<file path="src/lru_pkg.sv">
`timescale 1ns / 1ps

package lru_pkg;

  // frames_in_use register
  localparam int          CFG_W          = 5;
  localparam logic [4:0]  FRAMES_RESET   = 5'd4;
  localparam int          FAULT_W        = 32;

  // APB register file
  localparam int          APB_ADDR_W     = 3;
  localparam int          APB_DATA_W     = 32;
  localparam logic [0:0]  REG_FRAMES_IDX = 1'b0;

  // store command for one cycle
  typedef struct packed {
    logic step;       // process the reference in the input register
    logic seq_end;    // clear store after this reference
    logic cfg_clear;  // register write: clear store
  } lru_ctl_t;

  // per-reference outcome flags
  typedef struct packed {
    logic hit;
    logic evicted_valid;
  } lru_status_t;

endpackage

</file>
<file path="src/lru_chan_if.sv">
`timescale 1ns / 1ps

interface lru_req_if #(
  parameter int PAGE_BITS = 16
) ();
  logic                 valid;
  logic                 ready;
  logic [PAGE_BITS-1:0] page_number;
  logic                 last_reference;

  modport source (output valid, page_number, last_reference, input ready);
  modport sink   (input valid, page_number, last_reference, output ready);
endinterface

interface lru_rsp_if #(
  parameter int PAGE_BITS = 16,
  parameter int SLOT_W    = 4
) ();
  logic                 valid;
  logic                 ready;
  logic                 hit;
  logic [SLOT_W-1:0]    frame_slot;
  logic                 evicted_valid;
  logic [PAGE_BITS-1:0] evicted_page;
  logic [31:0]          fault_count;
  logic                 sequence_end;

  modport source (output valid, hit, frame_slot, evicted_valid, evicted_page,
                  fault_count, sequence_end, input ready);
  modport sink   (input valid, hit, frame_slot, evicted_valid, evicted_page,
                  fault_count, sequence_end, output ready);
endinterface

</file>
<file path="src/lru_apb_regs.sv">
`timescale 1ns / 1ps

module lru_apb_regs (
  input  logic                              clk,
  input  logic                              rst_n,
  input  logic                              psel,
  input  logic                              penable,
  input  logic                              pwrite,
  input  logic [lru_pkg::APB_ADDR_W-1:0]    paddr,
  input  logic [lru_pkg::APB_DATA_W-1:0]    pwdata,
  output logic [lru_pkg::APB_DATA_W-1:0]    prdata,
  output logic                              pready,
  output logic [lru_pkg::CFG_W-1:0]         frames_in_use,
  output logic                              cfg_clear
);
  import lru_pkg::*;

  logic [CFG_W-1:0] frames_r, frames_nxt;
  logic             wr_hit;

  assign pready = 1'b1;
  assign wr_hit = psel && penable && pwrite && (paddr[2] == REG_FRAMES_IDX);

  always_comb begin
    frames_nxt = frames_r;
    if (wr_hit) begin
      frames_nxt = pwdata[CFG_W-1:0];
    end
  end

  always_ff @(posedge clk) begin
    if (!rst_n) begin
      frames_r <= FRAMES_RESET;
    end else begin
      frames_r <= frames_nxt;
    end
  end

  always_comb begin
    prdata = '0;
    if (paddr[2] == REG_FRAMES_IDX) begin
      prdata = {{(APB_DATA_W-CFG_W){1'b0}}, frames_r};
    end
  end

  assign frames_in_use = frames_r;
  assign cfg_clear     = wr_hit;

endmodule

</file>
<file path="src/lru_frame_store.sv">
`timescale 1ns / 1ps

module lru_frame_store #(
  parameter int FRAME_SLOTS = 16,
  parameter int PAGE_BITS   = 16,
  parameter int SLOT_W      = 4
) (
  input  logic                        clk,
  input  logic                        rst_n,
  input  logic [lru_pkg::CFG_W-1:0]   frames_in_use,
  input  lru_pkg::lru_ctl_t           ctl,
  input  logic [PAGE_BITS-1:0]        page,
  output lru_pkg::lru_status_t        status,
  output logic [SLOT_W-1:0]           slot,
  output logic [PAGE_BITS-1:0]        evicted_page,
  output logic [lru_pkg::FAULT_W-1:0] fault_count
);
  import lru_pkg::*;

  localparam int CNT_W = $clog2(FRAME_SLOTS + 1);

  logic [PAGE_BITS-1:0]   page_r   [FRAME_SLOTS];
  logic [PAGE_BITS-1:0]   page_nxt [FRAME_SLOTS];
  logic [SLOT_W-1:0]      rank_r   [FRAME_SLOTS];
  logic [SLOT_W-1:0]      rank_nxt [FRAME_SLOTS];
  logic [FRAME_SLOTS-1:0] valid_r, valid_nxt;
  logic [FAULT_W-1:0]     fault_r, fault_nxt, fault_inc;

  logic [CNT_W-1:0]       n_eff;
  logic [SLOT_W-1:0]      oldest_rank;
  logic [FRAME_SLOTS-1:0] active, match, empty, victim;
  logic [SLOT_W-1:0]      hit_slot, empty_slot, victim_slot, sel_slot;
  logic                   hit, any_empty, evict;
  logic [SLOT_W-1:0]      old_rank;

  // effective frame count, clamped to 1..FRAME_SLOTS
  always_comb begin
    if (frames_in_use == '0) begin
      n_eff = CNT_W'(1);
    end else if (int'(frames_in_use) > FRAME_SLOTS) begin
      n_eff = CNT_W'(FRAME_SLOTS);
    end else begin
      n_eff = CNT_W'(frames_in_use);
    end
    oldest_rank = SLOT_W'(n_eff - CNT_W'(1));
  end

  // parallel tag compare; ranks of valid frames form a permutation,
  // so the victim is the one frame whose rank is n_eff-1
  always_comb begin
    for (int i = 0; i < FRAME_SLOTS; i++) begin
      active[i] = (CNT_W'(i) < n_eff);
      match[i]  = valid_r[i] && active[i] && (page_r[i] == page);
      empty[i]  = !valid_r[i] && active[i];
      victim[i] = valid_r[i] && active[i] && (rank_r[i] == oldest_rank);
    end
  end

  always_comb begin
    hit_slot    = '0;
    empty_slot  = '0;
    victim_slot = '0;
    for (int i = FRAME_SLOTS - 1; i >= 0; i--) begin
      if (match[i]) begin
        hit_slot = SLOT_W'(i);
      end
      if (empty[i]) begin
        empty_slot = SLOT_W'(i);
      end
      if (victim[i]) begin
        victim_slot = SLOT_W'(i);
      end
    end
  end

  assign hit       = |match;
  assign any_empty = |empty;
  assign evict     = !hit && !any_empty;

  always_comb begin
    if (hit) begin
      sel_slot = hit_slot;
    end else if (any_empty) begin
      sel_slot = empty_slot;
    end else begin
      sel_slot = victim_slot;
    end
    old_rank = rank_r[sel_slot];
  end

  assign fault_inc = (fault_r != '1) ? fault_r + FAULT_W'(1) : fault_r;

  always_comb begin
    valid_nxt = valid_r;
    fault_nxt = fault_r;
    for (int i = 0; i < FRAME_SLOTS; i++) begin
      page_nxt[i] = page_r[i];
      rank_nxt[i] = rank_r[i];
    end
    if (ctl.step) begin
      for (int i = 0; i < FRAME_SLOTS; i++) begin
        if (SLOT_W'(i) == sel_slot) begin
          rank_nxt[i]  = '0;
          valid_nxt[i] = 1'b1;
          if (!hit) begin
            page_nxt[i] = page;
          end
        end else if (valid_r[i]) begin
          // a fill ages every resident frame; hit/evict only the younger ones
          if ((hit || evict) ? (rank_r[i] < old_rank) : 1'b1) begin
            rank_nxt[i] = rank_r[i] + SLOT_W'(1);
          end
        end
      end
      if (!hit) begin
        fault_nxt = fault_inc;
      end
    end
    if (ctl.cfg_clear || (ctl.step && ctl.seq_end)) begin
      valid_nxt = '0;
      fault_nxt = '0;
      for (int i = 0; i < FRAME_SLOTS; i++) begin
        rank_nxt[i] = '0;
      end
    end
  end

  always_ff @(posedge clk) begin
    if (!rst_n) begin
      valid_r <= '0;
      fault_r <= '0;
      for (int i = 0; i < FRAME_SLOTS; i++) begin
        rank_r[i] <= '0;
      end
    end else begin
      valid_r <= valid_nxt;
      fault_r <= fault_nxt;
      for (int i = 0; i < FRAME_SLOTS; i++) begin
        rank_r[i] <= rank_nxt[i];
      end
    end
  end

  always_ff @(posedge clk) begin
    for (int i = 0; i < FRAME_SLOTS; i++) begin
      page_r[i] <= page_nxt[i];
    end
  end

  assign status.hit           = hit;
  assign status.evicted_valid = evict;
  assign slot                 = sel_slot;
  assign evicted_page         = evict ? page_r[victim_slot] : '0;
  assign fault_count          = hit ? fault_r : fault_inc;

  a_clear_empties: assert property (@(posedge clk) disable iff (!rst_n)
    ctl.cfg_clear |=> (valid_r == '0) && (fault_r == '0))
    else $error("store not cleared after register write");

  a_valid_in_range: assert property (@(posedge clk) disable iff (!rst_n)
    (valid_r & ~active) == '0)
    else $error("valid frame outside frames in use");

  a_single_match: assert property (@(posedge clk) disable iff (!rst_n)
    ctl.step |-> $onehot0(match))
    else $error("page resident in more than one frame");

  a_one_victim: assert property (@(posedge clk) disable iff (!rst_n)
    (ctl.step && evict) |-> $onehot(victim))
    else $error("no unique LRU victim on a full store");

endmodule

</file>
<file path="src/lru_page_replacement_unit.sv">
`timescale 1ns / 1ps
// Channel  | Ports                         | Transaction
// ---------+-------------------------------+-------------------------------------
// in_chan  | valid/ready, page_number,     | one page reference
//          | last_reference                |
// out_chan | valid/ready, hit, frame_slot, | one result per reference
//          | evicted_*, fault_count, ...   |
// cfg      | psel/penable/pwrite/paddr/... | APB write of frames_in_use (addr 0)
//
// One reference per cycle while out_chan does not stall: input register -> CAM
// compare and rank update over all frames -> result register.
// Reset (rst_n low, synchronous) empties all frames and zeroes the fault count.
// A stall on out_chan holds the result register and the input register;
// in_chan.ready stays high while either register can move.

module lru_page_replacement_unit #(
  parameter int FRAME_SLOTS = 16,
  parameter int PAGE_BITS   = 16
) (
  input  logic                           clk,
  input  logic                           rst_n,
  lru_req_if.sink                        in_chan,
  lru_rsp_if.source                      out_chan,
  input  logic                           psel,
  input  logic                           penable,
  input  logic                           pwrite,
  input  logic [lru_pkg::APB_ADDR_W-1:0] paddr,
  input  logic [lru_pkg::APB_DATA_W-1:0] pwdata,
  output logic [lru_pkg::APB_DATA_W-1:0] prdata,
  output logic                           pready
);
  import lru_pkg::*;

  localparam int SLOT_W = (FRAME_SLOTS > 1) ? $clog2(FRAME_SLOTS) : 1;

  logic                 in_valid_r, in_valid_nxt;
  logic [PAGE_BITS-1:0] in_page_r;
  logic                 in_last_r;
  logic                 out_valid_r, out_valid_nxt;
  logic                 out_hit_r, out_ev_valid_r, out_last_r;
  logic [SLOT_W-1:0]    out_slot_r;
  logic [PAGE_BITS-1:0] out_ev_page_r;
  logic [FAULT_W-1:0]   out_fault_r;

  logic                 advance, take_in, cfg_clear;
  logic [CFG_W-1:0]     frames_in_use;
  lru_ctl_t             ctl;
  lru_status_t          status;
  logic [SLOT_W-1:0]    slot;
  logic [PAGE_BITS-1:0] evicted_page;
  logic [FAULT_W-1:0]   fault_count;

  lru_apb_regs u_regs (
    .clk           (clk),
    .rst_n         (rst_n),
    .psel          (psel),
    .penable       (penable),
    .pwrite        (pwrite),
    .paddr         (paddr),
    .pwdata        (pwdata),
    .prdata        (prdata),
    .pready        (pready),
    .frames_in_use (frames_in_use),
    .cfg_clear     (cfg_clear)
  );

  assign advance        = !out_valid_r || out_chan.ready;
  assign in_chan.ready  = !in_valid_r || advance;
  assign take_in        = in_chan.valid && in_chan.ready;

  assign ctl.step      = in_valid_r && advance;
  assign ctl.seq_end   = in_last_r;
  assign ctl.cfg_clear = cfg_clear;

  lru_frame_store #(
    .FRAME_SLOTS (FRAME_SLOTS),
    .PAGE_BITS   (PAGE_BITS),
    .SLOT_W      (SLOT_W)
  ) u_store (
    .clk           (clk),
    .rst_n         (rst_n),
    .frames_in_use (frames_in_use),
    .ctl           (ctl),
    .page          (in_page_r),
    .status        (status),
    .slot          (slot),
    .evicted_page  (evicted_page),
    .fault_count   (fault_count)
  );

  always_comb begin
    in_valid_nxt = in_valid_r;
    if (take_in) begin
      in_valid_nxt = 1'b1;
    end else if (ctl.step) begin
      in_valid_nxt = 1'b0;
    end
    out_valid_nxt = out_valid_r;
    if (ctl.step) begin
      out_valid_nxt = 1'b1;
    end else if (out_chan.ready) begin
      out_valid_nxt = 1'b0;
    end
  end

  always_ff @(posedge clk) begin
    if (!rst_n) begin
      in_valid_r  <= 1'b0;
      out_valid_r <= 1'b0;
    end else begin
      in_valid_r  <= in_valid_nxt;
      out_valid_r <= out_valid_nxt;
    end
  end

  always_ff @(posedge clk) begin
    if (take_in) begin
      in_page_r <= in_chan.page_number;
      in_last_r <= in_chan.last_reference;
    end
    if (ctl.step) begin
      out_hit_r      <= status.hit;
      out_ev_valid_r <= status.evicted_valid;
      out_slot_r     <= slot;
      out_ev_page_r  <= evicted_page;
      out_fault_r    <= fault_count;
      out_last_r     <= in_last_r;
    end
  end

  assign out_chan.valid         = out_valid_r;
  assign out_chan.hit           = out_hit_r;
  assign out_chan.frame_slot    = out_slot_r;
  assign out_chan.evicted_valid = out_ev_valid_r;
  assign out_chan.evicted_page  = out_ev_page_r;
  assign out_chan.fault_count   = out_fault_r;
  assign out_chan.sequence_end  = out_last_r;

  a_step_gives_result: assert property (@(posedge clk) disable iff (!rst_n)
    ctl.step |=> out_valid_r)
    else $error("processed reference produced no result");

  a_no_overwrite: assert property (@(posedge clk) disable iff (!rst_n)
    (out_valid_r && !out_chan.ready) |-> !ctl.step)
    else $error("result overwritten while stalled");

  a_fault_on_evict: assert property (@(posedge clk) disable iff (!rst_n)
    (out_valid_r && out_ev_valid_r) |-> !out_hit_r)
    else $error("eviction reported on a hit");

endmodule
</file>
<file path="src/flat_wrapper.sv">
// flat-port wrapper written by rule: the top's interface ports become plain ports
module lru_page_replacement_unit_flat import lru_pkg::*;
#(
  parameter int FRAME_SLOTS = 16,
  parameter int PAGE_BITS   = 16
)
  (clk, rst_n, psel, penable, pwrite, paddr, pwdata, prdata, pready, in_chan_valid, in_chan_page_number, in_chan_last_reference, in_chan_ready, out_chan_valid, out_chan_hit, out_chan_frame_slot, out_chan_evicted_valid, out_chan_evicted_page, out_chan_fault_count, out_chan_sequence_end, out_chan_ready);
  lru_req_if #(.PAGE_BITS(PAGE_BITS)) in_chan_i ();
  lru_rsp_if #(.PAGE_BITS(PAGE_BITS)) out_chan_i ();
  input  logic clk;
  input  logic rst_n;
  input  logic psel;
  input  logic penable;
  input  logic pwrite;
  input  logic [lru_pkg::APB_ADDR_W-1:0] paddr;
  input  logic [lru_pkg::APB_DATA_W-1:0] pwdata;
  output logic [lru_pkg::APB_DATA_W-1:0] prdata;
  output logic pready;
  input wire logic [$bits(in_chan_i.valid)-1:0] in_chan_valid;
  input wire logic [$bits(in_chan_i.page_number)-1:0] in_chan_page_number;
  input wire logic [$bits(in_chan_i.last_reference)-1:0] in_chan_last_reference;
  output wire logic [$bits(in_chan_i.ready)-1:0] in_chan_ready;
  output wire logic [$bits(out_chan_i.valid)-1:0] out_chan_valid;
  output wire logic [$bits(out_chan_i.hit)-1:0] out_chan_hit;
  output wire logic [$bits(out_chan_i.frame_slot)-1:0] out_chan_frame_slot;
  output wire logic [$bits(out_chan_i.evicted_valid)-1:0] out_chan_evicted_valid;
  output wire logic [$bits(out_chan_i.evicted_page)-1:0] out_chan_evicted_page;
  output wire logic [$bits(out_chan_i.fault_count)-1:0] out_chan_fault_count;
  output wire logic [$bits(out_chan_i.sequence_end)-1:0] out_chan_sequence_end;
  input wire logic [$bits(out_chan_i.ready)-1:0] out_chan_ready;
  assign in_chan_i.valid = in_chan_valid;
  assign in_chan_i.page_number = in_chan_page_number;
  assign in_chan_i.last_reference = in_chan_last_reference;
  assign in_chan_ready = in_chan_i.ready;
  assign out_chan_valid = out_chan_i.valid;
  assign out_chan_hit = out_chan_i.hit;
  assign out_chan_frame_slot = out_chan_i.frame_slot;
  assign out_chan_evicted_valid = out_chan_i.evicted_valid;
  assign out_chan_evicted_page = out_chan_i.evicted_page;
  assign out_chan_fault_count = out_chan_i.fault_count;
  assign out_chan_sequence_end = out_chan_i.sequence_end;
  assign out_chan_i.ready = out_chan_ready;
  lru_page_replacement_unit #(.FRAME_SLOTS(FRAME_SLOTS), .PAGE_BITS(PAGE_BITS)) u_core (.clk(clk), .rst_n(rst_n), .in_chan(in_chan_i), .out_chan(out_chan_i), .psel(psel), .penable(penable), .pwrite(pwrite), .paddr(paddr), .pwdata(pwdata), .prdata(prdata), .pready(pready));
endmodule
</file>
<file path="config.mk">
export PLATFORM = sky130hd
export DESIGN_NAME = lru_page_replacement_unit_flat
export DESIGN_NICKNAME = d
export VERILOG_FILES = /design/src/lru_pkg.sv /design/src/lru_chan_if.sv /design/src/lru_apb_regs.sv /design/src/lru_frame_store.sv /design/src/lru_page_replacement_unit.sv /design/src/flat_wrapper.sv
export SDC_FILE = /design/constraint.sdc
export NUM_CORES = 1
export LEC_CHECK = 0
export BUFFER_PORTS_ARGS = -buffer_cell sky130_fd_sc_hd__buf_2
export CAP_MARGIN = 40
export CORE_ASPECT_RATIO = 1.75
export CORE_UTILIZATION = 28
export DETAILED_ROUTE_END_ITERATION = 8
export GPL_TIMING_DRIVEN = 0
export MAX_ROUTING_LAYER = met4
export SETUP_SLACK_MARGIN = 0.15
export SLEW_MARGIN = 20
export SYNTH_ARGS = -nofsm -noshare
export SYNTH_HDL_FRONTEND = slang
export SYNTH_SLANG_ARGS = --single-unit
</file>
<file path="constraint.sdc">
create_clock -name clk -period 22.9 [get_ports clk]
set_clock_uncertainty 0.2 [all_clocks]
set_input_delay 1.145 -clock clk [delete_from_list [all_inputs] [get_ports clk]]
set_output_delay 1.145 -clock clk [all_outputs]
set_load 0.01 [all_outputs]
</file>
==> results.tsv, run 1 <==
stage	metric	value	unit
outcome	outcome	complete, no violations	
timing	Post-Route Setup TNS	0	ns
worst_setup_path	Crit path max-delay family	compound AO/OA/AOI/OAI gates	
yosys	Mapped Area	26200	µm²
route	vias post-DR	21200	
worst_setup_path	worst setup path end	u_core.u_store.rank_r[1][3]	
clock_tree	post-CTS setup buffers	0	
pwr	PwrDens	59.6	nW/µm²
route	Met2 Routed Length	53.1	mm
clock_tree	Clock Sinks	447	
pwr	Leakage	10.9	nW
yosys	EDFF count, synth	328	
yosys	Synth Instances	2468	
global_routing	overall routing resource usage	22.4	%
clock_tree	CTS Buffer Depth	3	
route	max layer used	met4	
yosys	Synth Area in Adders	3.19	%
worst_setup_path	cell count along the critical path	30	
worst_setup_path	R2R setup slack	12.28	ns
route	Post-DRT Antenna Nets	0	
clock_tree	worst skew pair latency	0.64	ns
cells_and_area	synth-to-layout area growth	16.8	%
place	IO buf count	90	
worst_setup_path	CP peak stage delay	0.78	ns
worst_setup_path	arrival time worst endpoint	10.97	ns
route	Routed WL per cell	26.4	µm
cells_and_area	Layout Cells excl Fill	3936	
worst_setup_path	element type at the critical path end	flip-flop	
yosys	Post-Synth Simple-Gate Area	17.2	%
clock_tree	post-cts hold buffer count	0	
hold_path	Hold Startpoint	u_core.u_store.fault_r[21]	
global_routing	largest net degree at the start of global routing	33	
floorplan	Die W	233	µm
clock_tree	post_cts resized	0	
timing	Setup violations, final	0	
place	placed cell count	3832	
route	final wirelength	104	mm
yosys	Syn Area/Cell	10.6	µm²
yosys	Netlist cell types	91	
yosys	top_reg_cell synth	edfxtp_1	
route	M1 WL	34.4	mm
clock_tree	H-tree depth	2	
worst_setup_path	crit path from	u_core.u_regs.frames_in_use[4]	
place	Final GP Congestion	1.04	
clock_tree	CTS tree	yes	
global_routing	Remaining Overflow, GRT	0	
route	met3 layer wire length in the routed design	5.67	mm
cells_and_area	Util after Layout	32.9	%
yosys	Synth async-reset ratio	0	%
yosys	combinational family with the most area after synthesis	simple AND/OR/NAND/NOR gates	
global_routing	vias in the first global route	20900	
timing	Slew Limit Fails	0	
worst_setup_path	Worst setup SP type	flip-flop	
yosys	XOR/XNOR share of the synthesized area	12.8	%
floorplan	Die Height	407	µm
worst_setup_path	Setup CP Type	reg2reg	
pwr	worst vdd ir	0.0577	mV
worst_setup_path	Reg-to-Reg Start	u_core.u_regs.frames_in_use[4]	
floorplan	row cnt	148	
worst_setup_path	r2r endpoint	u_core.u_store.rank_r[1][3]	
worst_setup_path	worst-path fanout max	10	
timing	Peak Freq	94.2	MHz
timing	minimum clock period after layout	10.62	ns
clock_tree	Root Driver	clkbuf_16	
clock_tree	Reg clk slew, reported paths	0.06	ns
worst_setup_path	CP bufs+invs	8	
cells_and_area	layout cells sized above 1	16.1	%
route	drt via density	5.38	
yosys	synth warn	0	
clock_tree	total CTS buffers	48	
hold_path	Hold WC Path Type	reg2reg	
floorplan	Core Region	92800	µm²
floorplan	die area	94800	µm²
timing	final number of hold-violating endpoints	0	
timing	Rel. slew slack	34.2	%
timing	Final Hold Slack	0.318	ns
yosys	mux share of post-synthesis cell area	7.80	%
worst_setup_path	Register-to-Register Path Depth	30	
yosys	register area share after synthesis	46.7	%
global_routing	global-route wire length before repair	146	mm
route	drt pass-1 iters	5	
timing	Final Cycle Share	46.4	%
yosys	complex-gate fraction of the synthesized area	8.84	%
job	Max Cap Viol	0	
route	drt initial violations	1471	
place	Post-DP HPWL	81.8	mm
worst_setup_path	Req. time, crit path	23.25	ns
floorplan	IO Count	149	
floorplan	Initial Util	28.2	%
yosys	Seq cells post-synth	447	
route	DRC viols	0	
worst_setup_path	slowest CP cell	nor4_2	
timing	worst-margin pin slew	0.978	ns
timing	RSZ-0062 raised after global routing	false	
global_routing	initial antenna violation count	5	
cells_and_area	final net count	2819	
## worst min path at each step
stage,end,cells past startpoint
global route,u_core.u_store.fault_r[15],2
finish,u_core.u_store.fault_r[21],2
detailed placement,u_core.u_store.fault_r[15],2
global placement,u_core.u_store.fault_r[19],2
CTS,u_core.u_store.fault_r[15],2
floorplan,u_core.out_chan.sequence_end,0
## metrics by stage
step | setup slack (ns) | total power, mW | instance area (µm²)
finish | 12.28 | 1.82 | 30600
global route | 12.00 | 1.87 | 30600
CTS | 12.52 | 1.83 | 30400
detailed placement | 12.57 | 1.05 | 28900
global placement | 10.84 | 1.05 | 28200
floorplan | 15.14 | 0.985 | 26300
## cells in the mapped netlist, drive strengths merged (5+ instances only)
cell type	n	area [µm²]
a2111oi	12	168
o2111ai	14	129
a21o	10	75.1
a21oi	145	729
nand3b	29	218
edfxtp	328	9850
a31oi	20	131
xor2	194	1700
o21a	6	45.0
dfxtp	119	2380
xnor2	172	1530
nand4b	16	140
or3b	6	52.6
nor4	63	407
nand4	57	375
o21ai	64	320
mux2i	87	871
nand2	154	581
or3	29	181
ha	66	826
buf	85	493
mux2	68	766
nand2b	33	206
nor3b	5	37.5
and3	11	68.8
xnor3	6	135
mux4	18	405
o211ai	9	72.6
or2	14	87.6
inv	38	143
a211o	11	96.3
clkbuf	66	248
a211oi	12	103
nand3	127	636
nor2	200	756
and2	24	150
nor2b	26	163
and4	8	70.1
nor3	46	230
or4	11	86.3
## cell usage in the layout, fill, tap and decap left out, drive strengths merged, types with 23 or more instances in the layout
cell	n
xor2	194
nor4	63
edfxtp	328
dfxtp	119
inv	42
xnor2	172
buf	232
nand4	57
nand2	154
o21ai	64
nor3	46
ha	66
nand3b	29
nand2b	33
clkbuf	124
and2	24
mux2	68
nand3	127
clkinv	23
nor2	200
nor2b	26
mux2i	87
a21oi	145
or3	29
conb	28
## cell families after synthesis
group / after synthesis
and+or+nand+nor: 866
muxes: 173
other: 2
buffers and inverters: 189
xor gates and xnor gates: 372
AOI/OAI and AO/OA: 352
DFF: 447
adders and majority gates: 67
## layer usage
metal | track usage [%] | vias to the layer above
li1 | - | 9485
met1 | 21.2 | 10300
met2 | 39.5 | 986
met3 | 2.92 | 391
met4 | 19.8 | 0
met5 | - | -
## tightest hold or removal path: stages, from the launching register on
cell	delay, ns
dfxtp_1	0.33
o21ai_0	0.08
a21oi_1	0.06
## flip-flops by register name, indices dropped and copies added, names as in the netlist
signal and count:
u_core.u_store.rank_r 64, u_core.in_page_r 16, u_core.u_regs.frames_in_use 5, u_core.in_valid_r 1
u_core.out_chan.fault_count 32, u_core.out_chan.frame_slot 4, u_core.u_store.fault_r 32, u_core.in_last_r 1
u_core.out_chan.hit 1, u_core.u_store.valid_r 16, u_core.out_chan.evicted_valid 1, u_core.out_chan.valid 1
u_core.out_chan.sequence_end 1, u_core.u_store.page_r 256, u_core.out_chan.evicted_page 16
## final cells by class
cell class | count | area [µm²]
Antenna cell | 5 | 12.5
Buffer | 151 | 742
Clock buffer | 55 | 1230
Clock inverter | 32 | 294
Fill cell | 9398 | 62200
Inverter | 38 | 143
Multi-Input combinational cell | 1858 | 13200
Sequential cell | 447 | 12200
Tap cell | 1200 | 1500
Timing Repair Buffer | 150 | 1170
## where the power goes
part	leakage (nW)	internal, mW	switching [mW]
logic	6.23	0.0514	0.101
registers	3.94	0.877	0.0111
clock network	0.738	0.424	0.357
No activity file was read; power rests on OpenSTA's default activity.
==> inputs of run 2 (changes only) <==
==> constraint.sdc (replaced) <==
create_clock -name clk -period 10 [get_ports clk]
set_clock_uncertainty 0.2 [all_clocks]
set_input_delay 0.5 -clock clk [delete_from_list [all_inputs] [get_ports clk]]
set_output_delay 0.5 -clock clk [all_outputs]
set_load 0.01 [all_outputs]
==> results.tsv, run 2 (synthesis results as in run 1) <==
stage	metric	value	unit	change
job	Max Cap Viol	0		unchanged
timing	Rel. slew slack	35.5	%	+1.3 points
place	placed cell count	3832		unchanged
hold_path	Hold WC Path Type	in2reg		
route	drt via density	5.38		about the same
floorplan	IO Count	149		unchanged
worst_setup_path	slowest CP cell	a211oi_4		
clock_tree	Root Driver	clkbuf_16		
worst_setup_path	Worst setup SP type	flip-flop		
route	drt initial violations	1539		+4.6%
pwr	Logic pwr share	8.6	%	+0.2 points
cells_and_area	commonest non-fill, non-tap cells in the layout	edfxtp_1, xor2_1, nor2_1		
pwr	Leakage	11.0	nW	+0.96%
cells_and_area	Top reg by flops	u_core.u_store.page_r		
place	IO buf count	90		unchanged
pwr	PwrDens	136	nW/µm²	+130%
place	placed standard-cell area	28900	µm²	unchanged
cells_and_area	synth-to-layout area growth	17.7	%	
floorplan	Die Height	407	µm	unchanged
global_routing	initial antenna violation count	5		unchanged
cells_and_area	layout cells sized above 1	16.1	%	-0.056 points
place	Setup WS pre-CTS	-0.330	ns	-12.90 ns
pwr	Sw Ratio	25.8	%	+0.064 points
route	vias post-DR	21300		+0.50%
global_routing	Remaining Overflow, GRT	0		unchanged
cells_and_area	Largest register FFs	256		unchanged
route	final wirelength	104	mm	+0.16%
clock_tree	post-CTS setup buffers	0		unchanged
global_routing	overall routing resource usage	22.4	%	about the same
floorplan	Core Region	92800	µm²	unchanged
timing	final setup margin	0.537	ns	-11.74 ns
route	DRC viols	0		unchanged
clock_tree	total CTS buffers	48		unchanged
worst_setup_path	most used cell, CP	buf_2		
pwr	clock power share	42.8	%	about the same
cells_and_area	Util after Layout	33.2	%	+0.26 points
timing	Final Cycle Share	94.6	%	+48 points
worst_setup_path	worst-path fanout max	19		+9
global_routing	vias in the first global route	21000		+0.53%
worst_setup_path	arrival time worst endpoint	9.82	ns	-1.15 ns
timing	minimum clock period after layout	9.46	ns	-1.16 ns
timing	worst-margin pin slew	0.959	ns	-0.0197 ns
cells_and_area	Layout Cells excl Fill	3957		+0.53%
timing	Post-Route Setup TNS	0	ns	unchanged
pwr	Sw Pwr	1.08	mW	+130%
place	Post-DP HPWL	81.8	mm	unchanged
clock_tree	worst skew pair latency	0.64	ns	about the same
route	Post-DRT Antenna Nets	0		unchanged
worst_setup_path	CP peak stage delay	0.65	ns	-0.13 ns
pwr	worst vdd ir	0.141	mV	+140%
place	Final GP Congestion	1.04		unchanged
clock_tree	Clock Sinks	447		unchanged
global_routing	largest net degree at the start of global routing	33		unchanged
timing	Setup violations, final	0		unchanged
route	Routed WL per cell	26.3	µm	-0.37%
cells_and_area	final net count	2841		+0.78%
global_routing	global-route wire length before repair	146	mm	about the same
floorplan	row cnt	148		unchanged
cells_and_area	commonest non-fill, non-tap cell in the layout	edfxtp_1		
clock_tree	CTS Buffer Depth	3		unchanged
pwr	P_int	3.10	mW	+130%
cells_and_area	Largest regs	u_core.u_store.page_r (256), u_core.u_store.rank_r (64)		
pwr	Seq pwr share	48.6	%	-0.2 points
outcome	outcome	complete, no violations		
cells_and_area	post-route cell area	30800	µm²	+0.79%
timing	RSZ-0062 raised after global routing	false		
route	drt pass-1 iters	6		+1
timing	Peak Freq	106	MHz	+12%
clock_tree	Reg clk slew, reported paths	0.07	ns	about the same
floorplan	Initial Util	28.2	%	unchanged
clock_tree	CTS tree	yes		
worst_setup_path	Setup CP Type	reg2reg		
floorplan	Die W	233	µm	unchanged
worst_setup_path	element type at the critical path end	flip-flop		
timing	Slew Limit Fails	0		unchanged
floorplan	die area	94800	µm²	unchanged
timing	final number of hold-violating endpoints	0		unchanged
worst_setup_path	Req. time, crit path	10.36	ns	-12.89 ns
clock_tree	H-tree depth	2		unchanged
-- run 2: cell count changes in the layout (fill, tap and decap cells not counted), sizes merged --
cell,change
clkbuf,-2
buf,+1
diode,-1
dlygate4sd3,+23
-- run 2: through the flow --
stage | total power, mW | hold WS [ns]
after floorplan | 2.26 | 0.226
after global placement | 2.39 | 0.290
after detailed placement | 2.41 | 0.308
after CTS | 4.19 | 0.00517
after global routing | 4.28 | 0.0428
final | 4.18 | 0.0303
-- run 2: what timing repair did --
item | CTS | global route
setup endpoints to repair | 28 | 24
resized for setup | 2 | 4
hold endpoints to repair | 23 | 0
cloned | 0 | 0
pin swaps | 0 | 0
hold buffers | 23 | 0
-- run 2: final cells by class --
cell class / count / area [µm²]
Buffer: 150 / 741
Antenna cell: 4 / 10.0
Fill cell: 9381 / 62000
Inverter: 38 / 143
Sequential cell: 447 / 12200
Clock inverter: 32 / 294
Multi-Input combinational cell: 1858 / 13300
Clock buffer: 55 / 1230
Tap cell: 1200 / 1500
Timing Repair Buffer: 173 / 1400
-- run 2: per-layer routing --
| metal | track usage (%) | wire length (µm) | vias up |
|---|---|---|---|
| li1 | - | - | 9511 |
| met1 | 21.2 | 34800 | 10400 |
| met2 | 39.6 | 53400 | 997 |
| met3 | 2.88 | 5380 | 376 |
| met4 | 19.8 | 10400 | 0 |
| met5 | - | 0 | - |
-- run 2: power by group through the flow --
stage          Combinational (mW)  Sequential [mW]  Clock, mW
4_1_cts                     0.348             2.03       1.81
3_3_place_gp                0.306             2.09          0
3_5_place_dp                0.340             2.07          0
2_1_floorplan               0.186             2.07          0
5_1_grt                     0.375             2.03       1.87
6_report                    0.358             2.03       1.79
-- run 2: worst max-delay path, delay by kind of cell, from the launching register on --
family          cells  cell delay, ns
fa+ha+maj           2            0.62
compound gates     13            3.94
xor+xnor            1            0.21
mux                 1            0.50
flops               1            0.46
simple gates        4            0.46
buf+inv             7            2.98
-- run 2: worst paths after layout --
path                                                startpoint                          end  slack [ns]  cells past startpoint
worst max-delay path            u_core.u_regs.frames_in_use[0]  u_core.u_store.rank_r[1][3]        0.54                     28
worst min register to register      u_core.u_store.fault_r[19]   u_core.u_store.fault_r[19]        0.32                      2
worst max register to register  u_core.u_regs.frames_in_use[0]  u_core.u_store.rank_r[1][3]        0.54                     28
worst min-delay path                            out_chan_ready        u_core.out_chan.valid        0.03                      3
